File: src/design/vumlb_pkg.sv
// Types, constants and the log table shared by the VU meter LED bar blocks.
// No dependencies.
package vumlb_pkg;

    localparam int LEVEL_BITS = 16;
    localparam logic [10:0] OCTAVE_ATT = 11'd1541;
    localparam logic [15:0] PEAK_DECAY = 16'd1966;
    localparam logic [23:0] RECIP100 = 24'd10737419;   // ceil(2^30/100)
    localparam logic [25:0] RECIP10 = 26'd53687092;    // ceil(2^29/10)
    localparam logic [4:0] BAR_STEPS = 5'd17;
    localparam logic [4:0] COLOR_STEPS = 5'd8;

    typedef enum logic [2:0] {
        REG_SMOOTHING = 3'd0,
        REG_GAIN = 3'd1,
        REG_FLOOR = 3'd2,
        REG_PEAK = 3'd3,
        REG_SPLIT = 3'd4,
        REG_BRIGHT = 3'd5,
        REG_LEDS = 3'd6
    } cfg_reg_t;

    typedef enum logic [3:0] {
        F_IDLE,
        F_MUL,
        F_DIV100,
        F_GAIN,
        F_DIV10,
        F_LOG,
        F_ATT,
        F_BAR,
        F_BARDIV,
        F_PEAK,
        F_LIT,
        F_RDIV,
        F_RWAIT,
        F_PUSH
    } front_state_t;

    typedef struct packed {
        logic [6:0] smoothing_pct;
        logic [9:0] gain_x10;
        logic signed [7:0] floor_db;
        logic peak_detect;
        logic stereo_split;
        logic [7:0] max_brightness;
        logic [6:0] led_count;
    } cfg_t;

    typedef struct packed {
        logic [1:0][6:0] lit;
        logic [1:0][6:0] pk;
        logic [1:0][7:0] quo;
        logic [1:0][5:0] rmd;
    } frame_t;

    typedef struct packed {
        logic start;
        logic [4:0] steps;
        logic [31:0] dividend;
        logic [15:0] divisor;
    } div_req_t;

    typedef struct packed {
        logic done;
        logic [16:0] quotient;
        logic [15:0] remainder;
    } div_rsp_t;

    typedef struct packed {
        logic [5:0] led_index;
        logic [7:0] red;
        logic [7:0] green;
        logic [7:0] blue;
        logic last_led;
    } led_t;

    function automatic logic [10:0] log_tab(input logic [5:0] idx);
        logic [10:0] v;
        unique case (idx)
            6'd0: v = 11'd0;     6'd1: v = 11'd68;    6'd2: v = 11'd135;
            6'd3: v = 11'd199;   6'd4: v = 11'd262;   6'd5: v = 11'd323;
            6'd6: v = 11'd382;   6'd7: v = 11'd440;   6'd8: v = 11'd496;
            6'd9: v = 11'd551;   6'd10: v = 11'd605;  6'd11: v = 11'd657;
            6'd12: v = 11'd708;  6'd13: v = 11'd758;  6'd14: v = 11'd807;
            6'd15: v = 11'd855;  6'd16: v = 11'd902;  6'd17: v = 11'd947;
            6'd18: v = 11'd992;  6'd19: v = 11'd1036; 6'd20: v = 11'd1080;
            6'd21: v = 11'd1122; 6'd22: v = 11'd1163; 6'd23: v = 11'd1204;
            6'd24: v = 11'd1244; 6'd25: v = 11'd1284; 6'd26: v = 11'd1322;
            6'd27: v = 11'd1360; 6'd28: v = 11'd1398; 6'd29: v = 11'd1435;
            6'd30: v = 11'd1471; 6'd31: v = 11'd1506; 6'd32: v = 11'd1541;
            default: v = 11'd0;
        endcase
        return v;
    endfunction

    function automatic logic [6:0] clip_leds(input logic [6:0] cnt, input logic [6:0] maxv);
        return (cnt > maxv) ? maxv : cnt;
    endfunction

endpackage

File: src/design/vumlb_fifo.sv
// Small register queue, power-of-two depth, used between front and back and at the output.
// Depends on nothing.
module vumlb_fifo #(
    parameter int WIDTH = 8,
    parameter int DEPTH = 2
) (
    input  logic             clk,
    input  logic             rst_n,
    input  logic             wr_en,
    input  logic [WIDTH-1:0] wdata,
    output logic             full,
    input  logic             rd_en,
    output logic [WIDTH-1:0] rdata,
    output logic             empty
);

    localparam int AW = (DEPTH > 1) ? $clog2(DEPTH) : 1;
    localparam int CW = $clog2(DEPTH + 1);

    logic [WIDTH-1:0] mem_reg [DEPTH];
    logic [AW-1:0] wr_ptr_reg, rd_ptr_reg;
    logic [CW-1:0] count_reg;
    logic do_wr, do_rd;

    assign full = (count_reg == CW'(DEPTH));
    assign empty = (count_reg == '0);
    assign do_wr = wr_en && !full;
    assign do_rd = rd_en && !empty;
    assign rdata = mem_reg[rd_ptr_reg];

    always_ff @(posedge clk)
    begin
        if (do_wr)
        begin
            mem_reg[wr_ptr_reg] <= wdata;
        end
    end

    always_ff @(posedge clk or negedge rst_n)
    begin
        if (!rst_n)
        begin
            wr_ptr_reg <= '0;
            rd_ptr_reg <= '0;
            count_reg <= '0;
        end
        else
        begin
            if (do_wr)
            begin
                wr_ptr_reg <= AW'(wr_ptr_reg + 1'b1);
            end
            if (do_rd)
            begin
                rd_ptr_reg <= AW'(rd_ptr_reg + 1'b1);
            end
            if (do_wr && !do_rd)
            begin
                count_reg <= CW'(count_reg + 1'b1);
            end
            else if (do_rd && !do_wr)
            begin
                count_reg <= CW'(count_reg - 1'b1);
            end
        end
    end

    assert property (@(posedge clk) disable iff (!rst_n) count_reg <= CW'(DEPTH))
        else $error("queue count beyond depth");

endmodule

File: src/design/vumlb_div.sv
// Restoring divider, one quotient bit per cycle, for the bar position and color steps.
// Depends on vumlb_pkg.
module vumlb_div
    import vumlb_pkg::*;
(
    input  logic     clk,
    input  logic     rst_n,
    input  div_req_t req,
    output div_rsp_t rsp
);

    logic busy_reg, done_reg;
    logic [4:0] cnt_reg;
    logic [15:0] rem_reg, div_reg;
    logic [31:0] sh_reg;
    logic [16:0] q_reg;
    logic [16:0] trial;
    logic ge;

    assign trial = {rem_reg, sh_reg[31]};
    assign ge = (trial >= {1'b0, div_reg});

    always_ff @(posedge clk or negedge rst_n)
    begin
        if (!rst_n)
        begin
            busy_reg <= 1'b0;
            done_reg <= 1'b0;
            cnt_reg <= '0;
        end
        else
        begin
            done_reg <= 1'b0;
            if (req.start && !busy_reg)
            begin
                busy_reg <= 1'b1;
                cnt_reg <= req.steps;
            end
            else if (busy_reg)
            begin
                cnt_reg <= 5'(cnt_reg - 1'b1);
                if (cnt_reg == 5'd1)
                begin
                    busy_reg <= 1'b0;
                    done_reg <= 1'b1;
                end
            end
        end
    end

    always_ff @(posedge clk)
    begin
        if (req.start && !busy_reg)
        begin
            rem_reg <= 16'(req.dividend >> req.steps);
            sh_reg <= req.dividend << (6'd32 - {1'b0, req.steps});
            div_reg <= req.divisor;
            q_reg <= '0;
        end
        else if (busy_reg)
        begin
            rem_reg <= ge ? 16'(trial - {1'b0, div_reg}) : trial[15:0];
            sh_reg <= {sh_reg[30:0], 1'b0};
            q_reg <= {q_reg[15:0], ge};
        end
    end

    assign rsp.done = done_reg;
    assign rsp.quotient = q_reg;
    assign rsp.remainder = rem_reg;

    assert property (@(posedge clk) disable iff (!rst_n) busy_reg |-> !done_reg)
        else $error("divider done while still busy");

endmodule

File: src/design/vumlb_front.sv
// Front part: smoothing, gain, dB bar position, peak hold and per-section render setup.
// Depends on vumlb_pkg; uses the shared divider through div_req/div_rsp.
module vumlb_front
    import vumlb_pkg::*;
#(
    parameter int MAX_LEDS = 64,
    parameter int HOLD_TICKS = 20
) (
    input  logic        clk,
    input  logic        rst_n,
    input  cfg_t        cfg,
    input  logic        push,
    input  logic        has_new_level,
    input  logic [15:0] left_level,
    input  logic [15:0] right_level,
    output logic        ready,
    output div_req_t    div_req,
    input  div_rsp_t    div_rsp,
    output frame_t      frame,
    output logic        frame_push,
    input  logic        frame_full
);

    front_state_t state_reg, state_next;
    logic ch_reg;
    logic [15:0] x_reg [2];
    logic [15:0] sm_reg [2];
    logic [15:0] pk_reg [2];
    logic [4:0] hold_reg [2];
    logic [15:0] bar_reg [2];
    logic [22:0] pa_reg, pb_reg;
    logic [25:0] acc_reg;
    logic [15:0] g_reg;
    logic gz_reg;
    logic [10:0] tb_reg;
    logic [6:0] td_reg;
    logic [9:0] rm_reg;
    logic [3:0] p_reg;
    logic [14:0] att_reg;
    frame_t frame_reg;

    logic [6:0] p_sat;
    logic [22:0] v100;
    logic [46:0] prod100;
    logic [51:0] prod10;
    logic [22:0] q10;
    logic [3:0] lead;
    logic [15:0] mn;
    logic [10:0] tcur, tnxt;
    logic [16:0] tint;
    logic [10:0] tval;
    logic [4:0] oct;
    logic [19:0] octatt;
    logic [7:0] neg_floor;
    logic [15:0] fa;
    logic bar_zero;
    logic [31:0] bar_dividend;
    logic [6:0] n, half, sec_c, bc;
    logic [15:0] sec_lvl, sec_pk, mono_lvl, mono_pk;
    logic [23:0] litp, pkp;
    logic [7:0] lit_raw, pk_raw;
    logic [6:0] lit_val, pk_val;

    assign p_sat = (cfg.smoothing_pct > 7'd100) ? 7'd100 : cfg.smoothing_pct;
    assign v100 = 23'(pa_reg + pb_reg + 23'd50);
    assign prod100 = 47'(v100) * 47'(RECIP100);
    assign prod10 = 52'(acc_reg) * 52'(RECIP10);
    assign q10 = prod10[51:29];

    always_comb
    begin
        lead = '0;
        for (int k = 0; k < 16; k++)
        begin
            if (g_reg[k])
            begin
                lead = 4'(k);
            end
        end
    end

    assign mn = g_reg << (4'd15 - lead);
    assign tcur = log_tab({1'b0, mn[14:10]});
    assign tnxt = log_tab(6'({1'b0, mn[14:10]} + 6'd1));
    assign tint = 17'(td_reg) * 17'(rm_reg);
    assign tval = 11'(tb_reg + 11'(tint[16:10]));
    assign oct = 5'(5'd16 - {1'b0, p_reg});
    assign octatt = 20'(oct) * 20'(OCTAVE_ATT);

    assign neg_floor = 8'(~cfg.floor_db + 8'sd1);
    assign fa = {neg_floor, 8'd0};
    assign bar_zero = gz_reg || !cfg.floor_db[7] || ({1'b0, att_reg} >= fa);
    assign bar_dividend = {16'(fa - {1'b0, att_reg}), 16'd0} + 32'(fa[15:1]);

    assign n = clip_leds(cfg.led_count, 7'(MAX_LEDS));
    assign half = n >> 1;
    assign mono_lvl = 16'((17'(bar_reg[0]) + 17'(bar_reg[1])) >> 1);
    assign mono_pk = 16'((17'(pk_reg[0]) + 17'(pk_reg[1])) >> 1);
    assign sec_c = ch_reg ? (cfg.stereo_split ? 7'(n - half) : 7'd0)
                          : (cfg.stereo_split ? half : n);
    assign sec_lvl = ch_reg ? bar_reg[1] : (cfg.stereo_split ? bar_reg[0] : mono_lvl);
    assign sec_pk = ch_reg ? pk_reg[1] : (cfg.stereo_split ? pk_reg[0] : mono_pk);
    assign bc = (cfg.peak_detect && sec_c > 7'd1) ? 7'(sec_c - 1'b1) : sec_c;
    assign litp = 24'(sec_lvl) * 24'(bc) + 24'd32768;
    assign pkp = 24'(sec_pk) * 24'(bc) + 24'd32768;
    assign lit_raw = litp[23:16];
    assign pk_raw = pkp[23:16];
    assign lit_val = (lit_raw > {1'b0, bc}) ? bc : lit_raw[6:0];
    assign pk_val = (pk_raw >= {1'b0, sec_c}) ? 7'(sec_c - 1'b1) : pk_raw[6:0];

    always_comb
    begin
        state_next = state_reg;
        unique case (state_reg)
            F_IDLE:   if (push) state_next = F_MUL;
            F_MUL:    state_next = F_DIV100;
            F_DIV100: state_next = F_GAIN;
            F_GAIN:   state_next = F_DIV10;
            F_DIV10:  state_next = F_LOG;
            F_LOG:    state_next = F_ATT;
            F_ATT:    state_next = F_BAR;
            F_BAR:    state_next = bar_zero ? F_PEAK : F_BARDIV;
            F_BARDIV: if (div_rsp.done) state_next = F_PEAK;
            F_PEAK:
            begin
                if (!ch_reg)
                begin
                    state_next = F_MUL;
                end
                else
                begin
                    state_next = (n == 7'd0) ? F_IDLE : F_LIT;
                end
            end
            F_LIT:    state_next = F_RDIV;
            F_RDIV:
            begin
                if (sec_c > 7'd1)
                begin
                    state_next = F_RWAIT;
                end
                else
                begin
                    state_next = ch_reg ? F_PUSH : F_LIT;
                end
            end
            F_RWAIT:  if (div_rsp.done) state_next = ch_reg ? F_PUSH : F_LIT;
            F_PUSH:   if (!frame_full) state_next = F_IDLE;
            default:  state_next = F_IDLE;
        endcase
    end

    always_comb
    begin
        ready = (state_reg == F_IDLE);
        frame_push = (state_reg == F_PUSH) && !frame_full;
        div_req.start = ((state_reg == F_BAR) && !bar_zero)
                     || ((state_reg == F_RDIV) && (sec_c > 7'd1));
        div_req.steps = (state_reg == F_BAR) ? BAR_STEPS : COLOR_STEPS;
        div_req.dividend = (state_reg == F_BAR) ? bar_dividend : 32'd255;
        div_req.divisor = (state_reg == F_BAR) ? fa : 16'(7'(sec_c - 1'b1));
    end

    assign frame = frame_reg;

    always_ff @(posedge clk or negedge rst_n)
    begin
        if (!rst_n)
        begin
            state_reg <= F_IDLE;
            ch_reg <= 1'b0;
            sm_reg[0] <= '0;
            sm_reg[1] <= '0;
            pk_reg[0] <= '0;
            pk_reg[1] <= '0;
            hold_reg[0] <= '0;
            hold_reg[1] <= '0;
        end
        else
        begin
            state_reg <= state_next;
            unique case (state_reg)
                F_IDLE:   ch_reg <= 1'b0;
                F_DIV100: sm_reg[ch_reg] <= prod100[45:30];
                F_PEAK:
                begin
                    if (bar_reg[ch_reg] >= pk_reg[ch_reg])
                    begin
                        pk_reg[ch_reg] <= bar_reg[ch_reg];
                        hold_reg[ch_reg] <= 5'(HOLD_TICKS);
                    end
                    else if (hold_reg[ch_reg] != 5'd0)
                    begin
                        hold_reg[ch_reg] <= 5'(hold_reg[ch_reg] - 1'b1);
                    end
                    else
                    begin
                        pk_reg[ch_reg] <= (pk_reg[ch_reg] > PEAK_DECAY)
                                        ? 16'(pk_reg[ch_reg] - PEAK_DECAY) : 16'd0;
                    end
                    ch_reg <= !ch_reg;
                end
                F_RDIV:   if (sec_c <= 7'd1) ch_reg <= !ch_reg;
                F_RWAIT:  if (div_rsp.done) ch_reg <= !ch_reg;
                default:  ch_reg <= ch_reg;
            endcase
        end
    end

    always_ff @(posedge clk)
    begin
        unique case (state_reg)
            F_IDLE:
            begin
                x_reg[0] <= has_new_level ? left_level : sm_reg[0];
                x_reg[1] <= has_new_level ? right_level : sm_reg[1];
            end
            F_MUL:
            begin
                pa_reg <= 23'(sm_reg[ch_reg]) * 23'(p_sat);
                pb_reg <= 23'(x_reg[ch_reg]) * 23'(7'(7'd100 - p_sat));
            end
            F_GAIN:   acc_reg <= 26'(sm_reg[ch_reg]) * 26'(cfg.gain_x10) + 26'd5;
            F_DIV10:  g_reg <= (q10[22:16] != '0) ? 16'hFFFF : q10[15:0];
            F_LOG:
            begin
                gz_reg <= (g_reg == '0);
                p_reg <= lead;
                tb_reg <= tcur;
                td_reg <= 7'(tnxt - tcur);
                rm_reg <= mn[9:0];
            end
            F_ATT:    att_reg <= 15'(octatt - 20'(tval));
            F_BAR:    if (bar_zero) bar_reg[ch_reg] <= '0;
            F_BARDIV:
            begin
                if (div_rsp.done)
                begin
                    bar_reg[ch_reg] <= div_rsp.quotient[16] ? 16'hFFFF
                                                            : div_rsp.quotient[15:0];
                end
            end
            F_LIT:
            begin
                frame_reg.lit[ch_reg] <= lit_val;
                frame_reg.pk[ch_reg] <= pk_val;
            end
            F_RDIV:
            begin
                if (sec_c <= 7'd1)
                begin
                    frame_reg.quo[ch_reg] <= '0;
                    frame_reg.rmd[ch_reg] <= '0;
                end
            end
            F_RWAIT:
            begin
                if (div_rsp.done)
                begin
                    frame_reg.quo[ch_reg] <= div_rsp.quotient[7:0];
                    frame_reg.rmd[ch_reg] <= div_rsp.remainder[5:0];
                end
            end
            default: ;
        endcase
    end

    assert property (@(posedge clk) disable iff (!rst_n)
        div_rsp.done |-> (state_reg == F_BARDIV || state_reg == F_RWAIT))
        else $error("divider result arrived with nobody waiting");

endmodule

File: src/design/vumlb_back.sv
// Back part: walks the LEDs of one frame, builds the colors and applies the brightness cap.
// Depends on vumlb_pkg.
module vumlb_back
    import vumlb_pkg::*;
#(
    parameter int MAX_LEDS = 64
) (
    input  logic   clk,
    input  logic   rst_n,
    input  cfg_t   cfg,
    input  frame_t frame,
    input  logic   frame_valid,
    output logic   frame_pop,
    output led_t   word,
    output logic   word_wr,
    input  logic   out_full
);

    logic busy_reg, sec_reg;
    frame_t cur_reg;
    logic [6:0] i_reg;
    logic [5:0] j_reg;
    logic [7:0] q_reg;
    logic [5:0] r_reg;

    logic [6:0] n, half, c, d, lit, pk;
    logic [7:0] quo;
    logic [5:0] rmd;
    logic [6:0] rem2;
    logic is_pk, is_lit, last, to_upper;
    logic [7:0] r_raw, g_raw, b_raw;

    function automatic logic [7:0] cap(input logic [7:0] v, input logic [7:0] mb);
        logic [15:0] p;
        logic [16:0] s;
        p = 16'(v) * 16'(mb);
        s = 17'(p) + 17'(p[15:8]) + 17'd1;
        return s[15:8];
    endfunction

    assign n = clip_leds(cfg.led_count, 7'(MAX_LEDS));
    assign half = n >> 1;
    assign c = sec_reg ? 7'(n - half) : (cfg.stereo_split ? half : n);
    assign d = 7'(c - 1'b1);
    assign lit = cur_reg.lit[sec_reg];
    assign pk = cur_reg.pk[sec_reg];
    assign quo = cur_reg.quo[sec_reg];
    assign rmd = cur_reg.rmd[sec_reg];
    assign rem2 = 7'(r_reg) + 7'(rmd);

    assign is_pk = cfg.peak_detect && ({1'b0, j_reg} == pk);
    assign is_lit = ({1'b0, j_reg} < lit);
    assign last = (7'(i_reg + 1'b1) == n);
    assign to_upper = cfg.stereo_split && (7'(i_reg + 1'b1) == half);

    always_comb
    begin
        r_raw = 8'd0;
        g_raw = 8'd0;
        b_raw = 8'd0;
        priority if (is_pk)
        begin
            b_raw = 8'd255;
        end
        else if (is_lit)
        begin
            if (c > 7'd1)
            begin
                r_raw = q_reg;
                g_raw = 8'(8'd255 - q_reg - {7'd0, (r_reg != '0)});
            end
            else
            begin
                g_raw = 8'd255;
            end
        end
    end

    assign frame_pop = !busy_reg && frame_valid;
    assign word_wr = busy_reg && !out_full;
    assign word.led_index = i_reg[5:0];
    assign word.red = cap(r_raw, cfg.max_brightness);
    assign word.green = cap(g_raw, cfg.max_brightness);
    assign word.blue = cap(b_raw, cfg.max_brightness);
    assign word.last_led = last;

    always_ff @(posedge clk or negedge rst_n)
    begin
        if (!rst_n)
        begin
            busy_reg <= 1'b0;
        end
        else if (frame_pop)
        begin
            busy_reg <= 1'b1;
        end
        else if (word_wr && last)
        begin
            busy_reg <= 1'b0;
        end
    end

    always_ff @(posedge clk)
    begin
        if (frame_pop)
        begin
            cur_reg <= frame;
            i_reg <= '0;
            j_reg <= '0;
            q_reg <= '0;
            r_reg <= '0;
            sec_reg <= cfg.stereo_split && (half == 7'd0);
        end
        else if (word_wr)
        begin
            i_reg <= 7'(i_reg + 1'b1);
            if (to_upper)
            begin
                sec_reg <= 1'b1;
                j_reg <= '0;
                q_reg <= '0;
                r_reg <= '0;
            end
            else
            begin
                j_reg <= 6'(j_reg + 1'b1);
                if (rem2 >= d)
                begin
                    r_reg <= 6'(rem2 - d);
                    q_reg <= 8'(q_reg + quo + 1'b1);
                end
                else
                begin
                    r_reg <= rem2[5:0];
                    q_reg <= 8'(q_reg + quo);
                end
            end
        end
    end

    assert property (@(posedge clk) disable iff (!rst_n) busy_reg |-> (i_reg < n))
        else $error("LED walk ran past the strip");

    assert property (@(posedge clk) disable iff (!rst_n) (word_wr && last) |=> !busy_reg)
        else $error("walk kept going after the last LED");

endmodule

File: src/design/vu_meter_led_bar_peak_hold_unit.sv
// VU meter with peak hold: one frame tick in, one RGB word per LED out.
// Usage:
//  Input queue: push a frame tick (has_new_level, left_level, right_level) when full is
//  low. Result queue: while empty is low the oldest LED word is on led_index, red, green,
//  blue and last_led; pop takes it. last_led marks the final word of a frame.
//  Config: wr_en/wr_index/wr_data writes one register at once; write only while idle.
// Flow:
//  Per tick the front part runs, per channel, the level math (F_MUL to F_BAR), the
//  shared bit-serial divider for the bar position (skipped for an empty bar) and the
//  peak step; then per strip section F_LIT and F_RDIV plus the divider for the color
//  ramp, and F_PUSH to hand the frame over. full stays high until the front is idle
//  again, so no new tick is taken while one is in work. The back part then emits one
//  LED word per cycle while the result queue has room, min(led_count, MAX_LEDS) words
//  per frame, overlapped with the front working on the next tick through a two-entry
//  frame queue.
// Reset: registers return to their defaults, levels, peaks and hold counters clear.
// Stalls: a held-off pop fills the 4-word result queue, then the back part waits,
//  then the frame queue fills, then the front part waits and full stays high.
// Depends on vumlb_pkg, vumlb_front, vumlb_div, vumlb_back, vumlb_fifo.
module vu_meter_led_bar_peak_hold_unit
    import vumlb_pkg::*;
#(
    parameter int MAX_LEDS = 64,
    parameter int HOLD_TICKS = 20
) (
    input  logic        clk,
    input  logic        rst_n,
    input  logic        push,
    output logic        full,
    input  logic        has_new_level,
    input  logic [15:0] left_level,
    input  logic [15:0] right_level,
    output logic        empty,
    input  logic        pop,
    output logic [5:0]  led_index,
    output logic [7:0]  red,
    output logic [7:0]  green,
    output logic [7:0]  blue,
    output logic        last_led,
    input  logic        wr_en,
    input  logic [2:0]  wr_index,
    input  logic [9:0]  wr_data
);

    cfg_t cfg_reg;
    logic front_ready;
    div_req_t div_req;
    div_rsp_t div_rsp;
    frame_t front_frame, back_frame;
    logic frame_push, frame_full, frame_empty, frame_pop;
    logic [$bits(frame_t)-1:0] frame_rdata;
    led_t word, out_word;
    logic word_wr, out_full;
    logic [$bits(led_t)-1:0] out_rdata;

    always_ff @(posedge clk or negedge rst_n)
    begin
        if (!rst_n)
        begin
            cfg_reg.smoothing_pct <= 7'd50;
            cfg_reg.gain_x10 <= 10'd10;
            cfg_reg.floor_db <= -8'sd60;
            cfg_reg.peak_detect <= 1'b1;
            cfg_reg.stereo_split <= 1'b0;
            cfg_reg.max_brightness <= 8'd255;
            cfg_reg.led_count <= 7'd64;
        end
        else if (wr_en)
        begin
            case (cfg_reg_t'(wr_index))
                REG_SMOOTHING: cfg_reg.smoothing_pct <= wr_data[6:0];
                REG_GAIN:      cfg_reg.gain_x10 <= wr_data;
                REG_FLOOR:     cfg_reg.floor_db <= wr_data[7:0];
                REG_PEAK:      cfg_reg.peak_detect <= wr_data[0];
                REG_SPLIT:     cfg_reg.stereo_split <= wr_data[0];
                REG_BRIGHT:    cfg_reg.max_brightness <= wr_data[7:0];
                REG_LEDS:      cfg_reg.led_count <= wr_data[6:0];
                default: ;
            endcase
        end
    end

    assign full = !front_ready;

    vumlb_front #(
        .MAX_LEDS(MAX_LEDS),
        .HOLD_TICKS(HOLD_TICKS)
    ) u_front (
        .clk(clk),
        .rst_n(rst_n),
        .cfg(cfg_reg),
        .push(push),
        .has_new_level(has_new_level),
        .left_level(left_level),
        .right_level(right_level),
        .ready(front_ready),
        .div_req(div_req),
        .div_rsp(div_rsp),
        .frame(front_frame),
        .frame_push(frame_push),
        .frame_full(frame_full)
    );

    vumlb_div u_div (
        .clk(clk),
        .rst_n(rst_n),
        .req(div_req),
        .rsp(div_rsp)
    );

    vumlb_fifo #(
        .WIDTH($bits(frame_t)),
        .DEPTH(2)
    ) u_frame_q (
        .clk(clk),
        .rst_n(rst_n),
        .wr_en(frame_push),
        .wdata(front_frame),
        .full(frame_full),
        .rd_en(frame_pop),
        .rdata(frame_rdata),
        .empty(frame_empty)
    );

    assign back_frame = frame_t'(frame_rdata);

    vumlb_back #(
        .MAX_LEDS(MAX_LEDS)
    ) u_back (
        .clk(clk),
        .rst_n(rst_n),
        .cfg(cfg_reg),
        .frame(back_frame),
        .frame_valid(!frame_empty),
        .frame_pop(frame_pop),
        .word(word),
        .word_wr(word_wr),
        .out_full(out_full)
    );

    vumlb_fifo #(
        .WIDTH($bits(led_t)),
        .DEPTH(4)
    ) u_out_q (
        .clk(clk),
        .rst_n(rst_n),
        .wr_en(word_wr),
        .wdata(word),
        .full(out_full),
        .rd_en(pop),
        .rdata(out_rdata),
        .empty(empty)
    );

    assign out_word = led_t'(out_rdata);
    assign led_index = out_word.led_index;
    assign red = out_word.red;
    assign green = out_word.green;
    assign blue = out_word.blue;
    assign last_led = out_word.last_led;

endmodule
File: config.mk
export PLATFORM = sky130hd
export DESIGN_NAME = vu_meter_led_bar_peak_hold_unit
export DESIGN_NICKNAME = d
export VERILOG_FILES = /design/src/design/vumlb_pkg.sv /design/src/design/vumlb_fifo.sv /design/src/design/vumlb_div.sv /design/src/design/vumlb_front.sv /design/src/design/vumlb_back.sv /design/src/design/vu_meter_led_bar_peak_hold_unit.sv
export SDC_FILE = /design/constraint.sdc
export NUM_CORES = 2
export LEC_CHECK = 0
export BUFFER_PORTS_ARGS = -buffer_cell sky130_fd_sc_hd__buf_2
export CAP_MARGIN = 15
export CELL_PAD_IN_SITES_DETAIL_PLACEMENT = 0
export CELL_PAD_IN_SITES_GLOBAL_PLACEMENT = 1
export CORE_ASPECT_RATIO = 0.5
export CORE_MARGIN = 1.5
export CORE_UTILIZATION = 48
export DETAILED_ROUTE_END_ITERATION = 7
export PLACE_DENSITY = 0.78
export SLEW_MARGIN = 20
export SYNTH_ARGS = -nofsm -noshare
export SYNTH_HDL_FRONTEND = slang
export SYNTH_SLANG_ARGS = --single-unit
File: constraint.sdc
create_clock -name clk -period 10.32 [get_ports clk]
set_input_delay 2.064 -clock clk [delete_from_list [all_inputs] [get_ports clk]]
set_output_delay 2.064 -clock clk [all_outputs]
set_load 0.005 [all_outputs]
==> metrics.md <==
| Metric | Value |
|---|---|
| Synth warn | 0 |
| Post-DR wirelength/cell | 19.1 um |
| Gr usage total | 23.2% |
| CTS clock-pin slew for the worst setup and hold paths | 0.06 ns |
| DR pass1 iterations | 6 |
| ANT nets after route | 0 |
| Data arrival time of the worst path | 10.39 ns |
| Commonest non-fill, non-tap cell in the layout | inv_1 |
| Cts hold-fix bufs | 0 |
| Via count | 59700 |
| Clock Skew | 0.0289 ns |
| Met2 GRT Util | 38.1% |
| Setup TNS | 0 ns |
| First-pass GRT wire length | 342000 um |
| Worst Setup Start Kind | flop |
| Routed vias/inst | 5.38 |
| Number of synthesized flops with an enable pin | 611 |
| I/O pin count | 84 |
| Avg Cell Area, Syn | 10.3 um2 |
| Nets | 10800 |
| Least-Margin Pin Slew | 1.21 ns |
| Routability cong. | 0.915 |
| GR Util met1 | 32.9% |
| Final hold violations | 0 |
| Setup Viol. Count Final | 0 |
| Max reg flops | 124 |
| I/O Buffers | 83 |
| CTS Buf Count | 83 |
| Num Clock Sinks | 795 |
| Worst Path Class, Setup | flop to flop |
| Met3 Use GR | 3.26% |
| Slowest stage delay, CP | 0.64 ns |
| Top_reg_cell synth | edfxtp_1 |
| Maximum root-to-sink buffer count | 3 |
| Max-slew violations | 0 |
| RSZ-0062 raised after global routing | false |
| CTS tree | yes |
| Worst path slowest cell | fa_2 |
| Initial antenna violation count | 30 |
| Die H | 306 um |
| Syn Inst Count | 8544 |
| DP HPWL | 169000 um |
| Crit. End Element | flop |
| Core outline area | 181000 um2 |
| DIE WIDTH | 609 um |
| DRT Wirelength | 211000 um |
| Sequential fraction of the synthesis area | 25.9% |
| Layout cells sized above 1 | 9.23% |
| Total grt overflow | 0 |
| Fmax | 0.102 GHz |
| Status | completed |
| Root Buffer | clkbuf_16 |
| Number of global-route vias before repair | 61200 |
| DRC | 0 |
| Fraction of registers with async set/reset | 17.6% |
| Critical path's top delay family | adder cells |
| Min-Delay Path Class | flop to flop |
| Row count | 110 |
| Seq cells post-synth | 795 |
| CP bufs+invs | 5 |
| Slew HR | 19.0% |
| Cell variety after synth | 120 |
| Synthesized cell area | 88000 um2 |
| CP Max Fanout | 4 |
| Initial core utilization | 48.6% |
| P&R area growth vs syn | 7.83% |
| Period utilisation layout | 95.2% |
| Busiest layer in global routing | met2 |
| H-tree depth | 3 |
| Worst skew pair latency | 0.70 ns |
| Commonest cells after routing, fill and taps aside | inv_1, ha_1, fa_1 |
| Syn_nets | 10700 |
| Initial DRC Count | 3912 |
| Crit path top cell by count | fa_1 |
| WP data required | 10.88 ns |
| Largest net degree at the start of global routing | 121 |
| Crit path time final | 9.83 ns |
| MaxCap Viol Count | 0 |
| Die area | 186000 um2 |
metrics by stage:
step	std cells	hold WS, ns	cell area [um2]	setup WS, ns	util, %
after floorplan	8544	0.421	88000	0.114	-
after global placement	10900	0.430	91500	0.250	50.6
after detailed placement	10900	0.434	91500	0.0973	50.6
after CTS	11100	0.447	94600	0.0698	52.2
after global routing	11100	0.462	94900	0.00238	52.4
final	11100	0.445	94900	0.495	52.4
synth_stat cells (73+ instances only):
| cell type | count | area, um2 |
|---|---|---|
| a21oi_1 | 287 | 1440 |
| ha_1 | 1162 | 14500 |
| xor2_1 | 114 | 998 |
| edfxtp_1 | 611 | 18300 |
| nand2b_1 | 73 | 457 |
| and2_1 | 163 | 1020 |
| nor2b_1 | 74 | 463 |
| dfrtp_1 | 122 | 3050 |
| nand2_1 | 702 | 2640 |
| inv_1 | 1514 | 5680 |
| nor3_1 | 87 | 435 |
| clkbuf_1 | 187 | 702 |
| nand3_1 | 121 | 606 |
| a21o_1 | 112 | 841 |
| and3_1 | 82 | 513 |
| xnor2_1 | 267 | 2340 |
| o21ai_0 | 221 | 1110 |
| fa_1 | 979 | 19600 |
| mux2_2 | 234 | 2640 |
| mux2i_1 | 75 | 751 |
| nor2_1 | 522 | 1960 |
path summary, 6_finish.rpt:
kind	cells after the start	end	slack (ns)	from
setup / recovery	40	u_front.sm_reg[15]$_DFFE_PN0P_	0.49	u_front.pa_reg[1]$_DFFE_PP_
hold / removal	0	u_frame_q.mem_reg[1][49]$_DFFE_PP_	0.45	u_front.frame[49]$_DFFE_PP_
setup reg to reg	40	u_front.sm_reg[15]$_DFFE_PN0P_	0.49	u_front.pa_reg[1]$_DFFE_PP_
hold reg to reg	0	u_frame_q.mem_reg[1][49]$_DFFE_PP_	0.45	u_front.frame[49]$_DFFE_PP_
max in group asynchronous	3	u_front.sm_reg[30]$_DFFE_PN0P_	7.12	rst_n
min in group asynchronous	1	u_out_q.rd_ptr_reg[0]$_DFFE_PN0P_	1.31	rst_n
kinds of logic after synthesis:
group,after synthesis,share of synthesized area (%)
AO/OA/AOI/OAI,1126,8.47
flip-flops,795,25.9
XOR/XNOR,386,3.90
adder cells (fa/ha/maj),2141,38.8
multiplexers,353,4.88
AND/OR/NAND/NOR,1982,10.5
buffers and inverters,1760,7.59
other,1,0.00426
worst register-to-register path: cells and delay by family (launching register included):
family	cells	cell delay, ns
AOI/OAI and AO/OA	15	2.72
xor gates and xnor gates	3	0.46
adders and majority gates	11	4.63
buffers and inverters	5	0.31
DFF	1	0.32
muxes	1	0.27
and+or+nand+nor	5	0.97
cell type report:
type | instances | area [um2]
clock buffer | 97 | 2210
tap | 2408 | 3010
clock inverter | 56 | 800
timing repair buffer | 214 | 1450
antenna | 14 | 35.0
sequential | 795 | 22800
fill | 16200 | 86100
inverter | 1518 | 5700
multi-input combinational | 5989 | 58900
layer usage:
layer  share of wire [%]  wire length (um)
met1                  46             97600
met2                  46             98200
met3                 5.6             11700
met4                 1.8              3780
met5               0.011                24
timing repair:
| item | in CTS | in global routing |
|---|---|---|
| pin swaps | 0 | 12 |
| endpoints found under the hold margin | 0 | 0 |
| setup buffers | 0 | 8 |
| setup endpoints to repair | 2 | 60 |
| resized for setup | 1 | 41 |
Power is left out: the tool's default activity adds up to more than one toggle a clock period on the data nets, which glitch-free logic cannot reach.
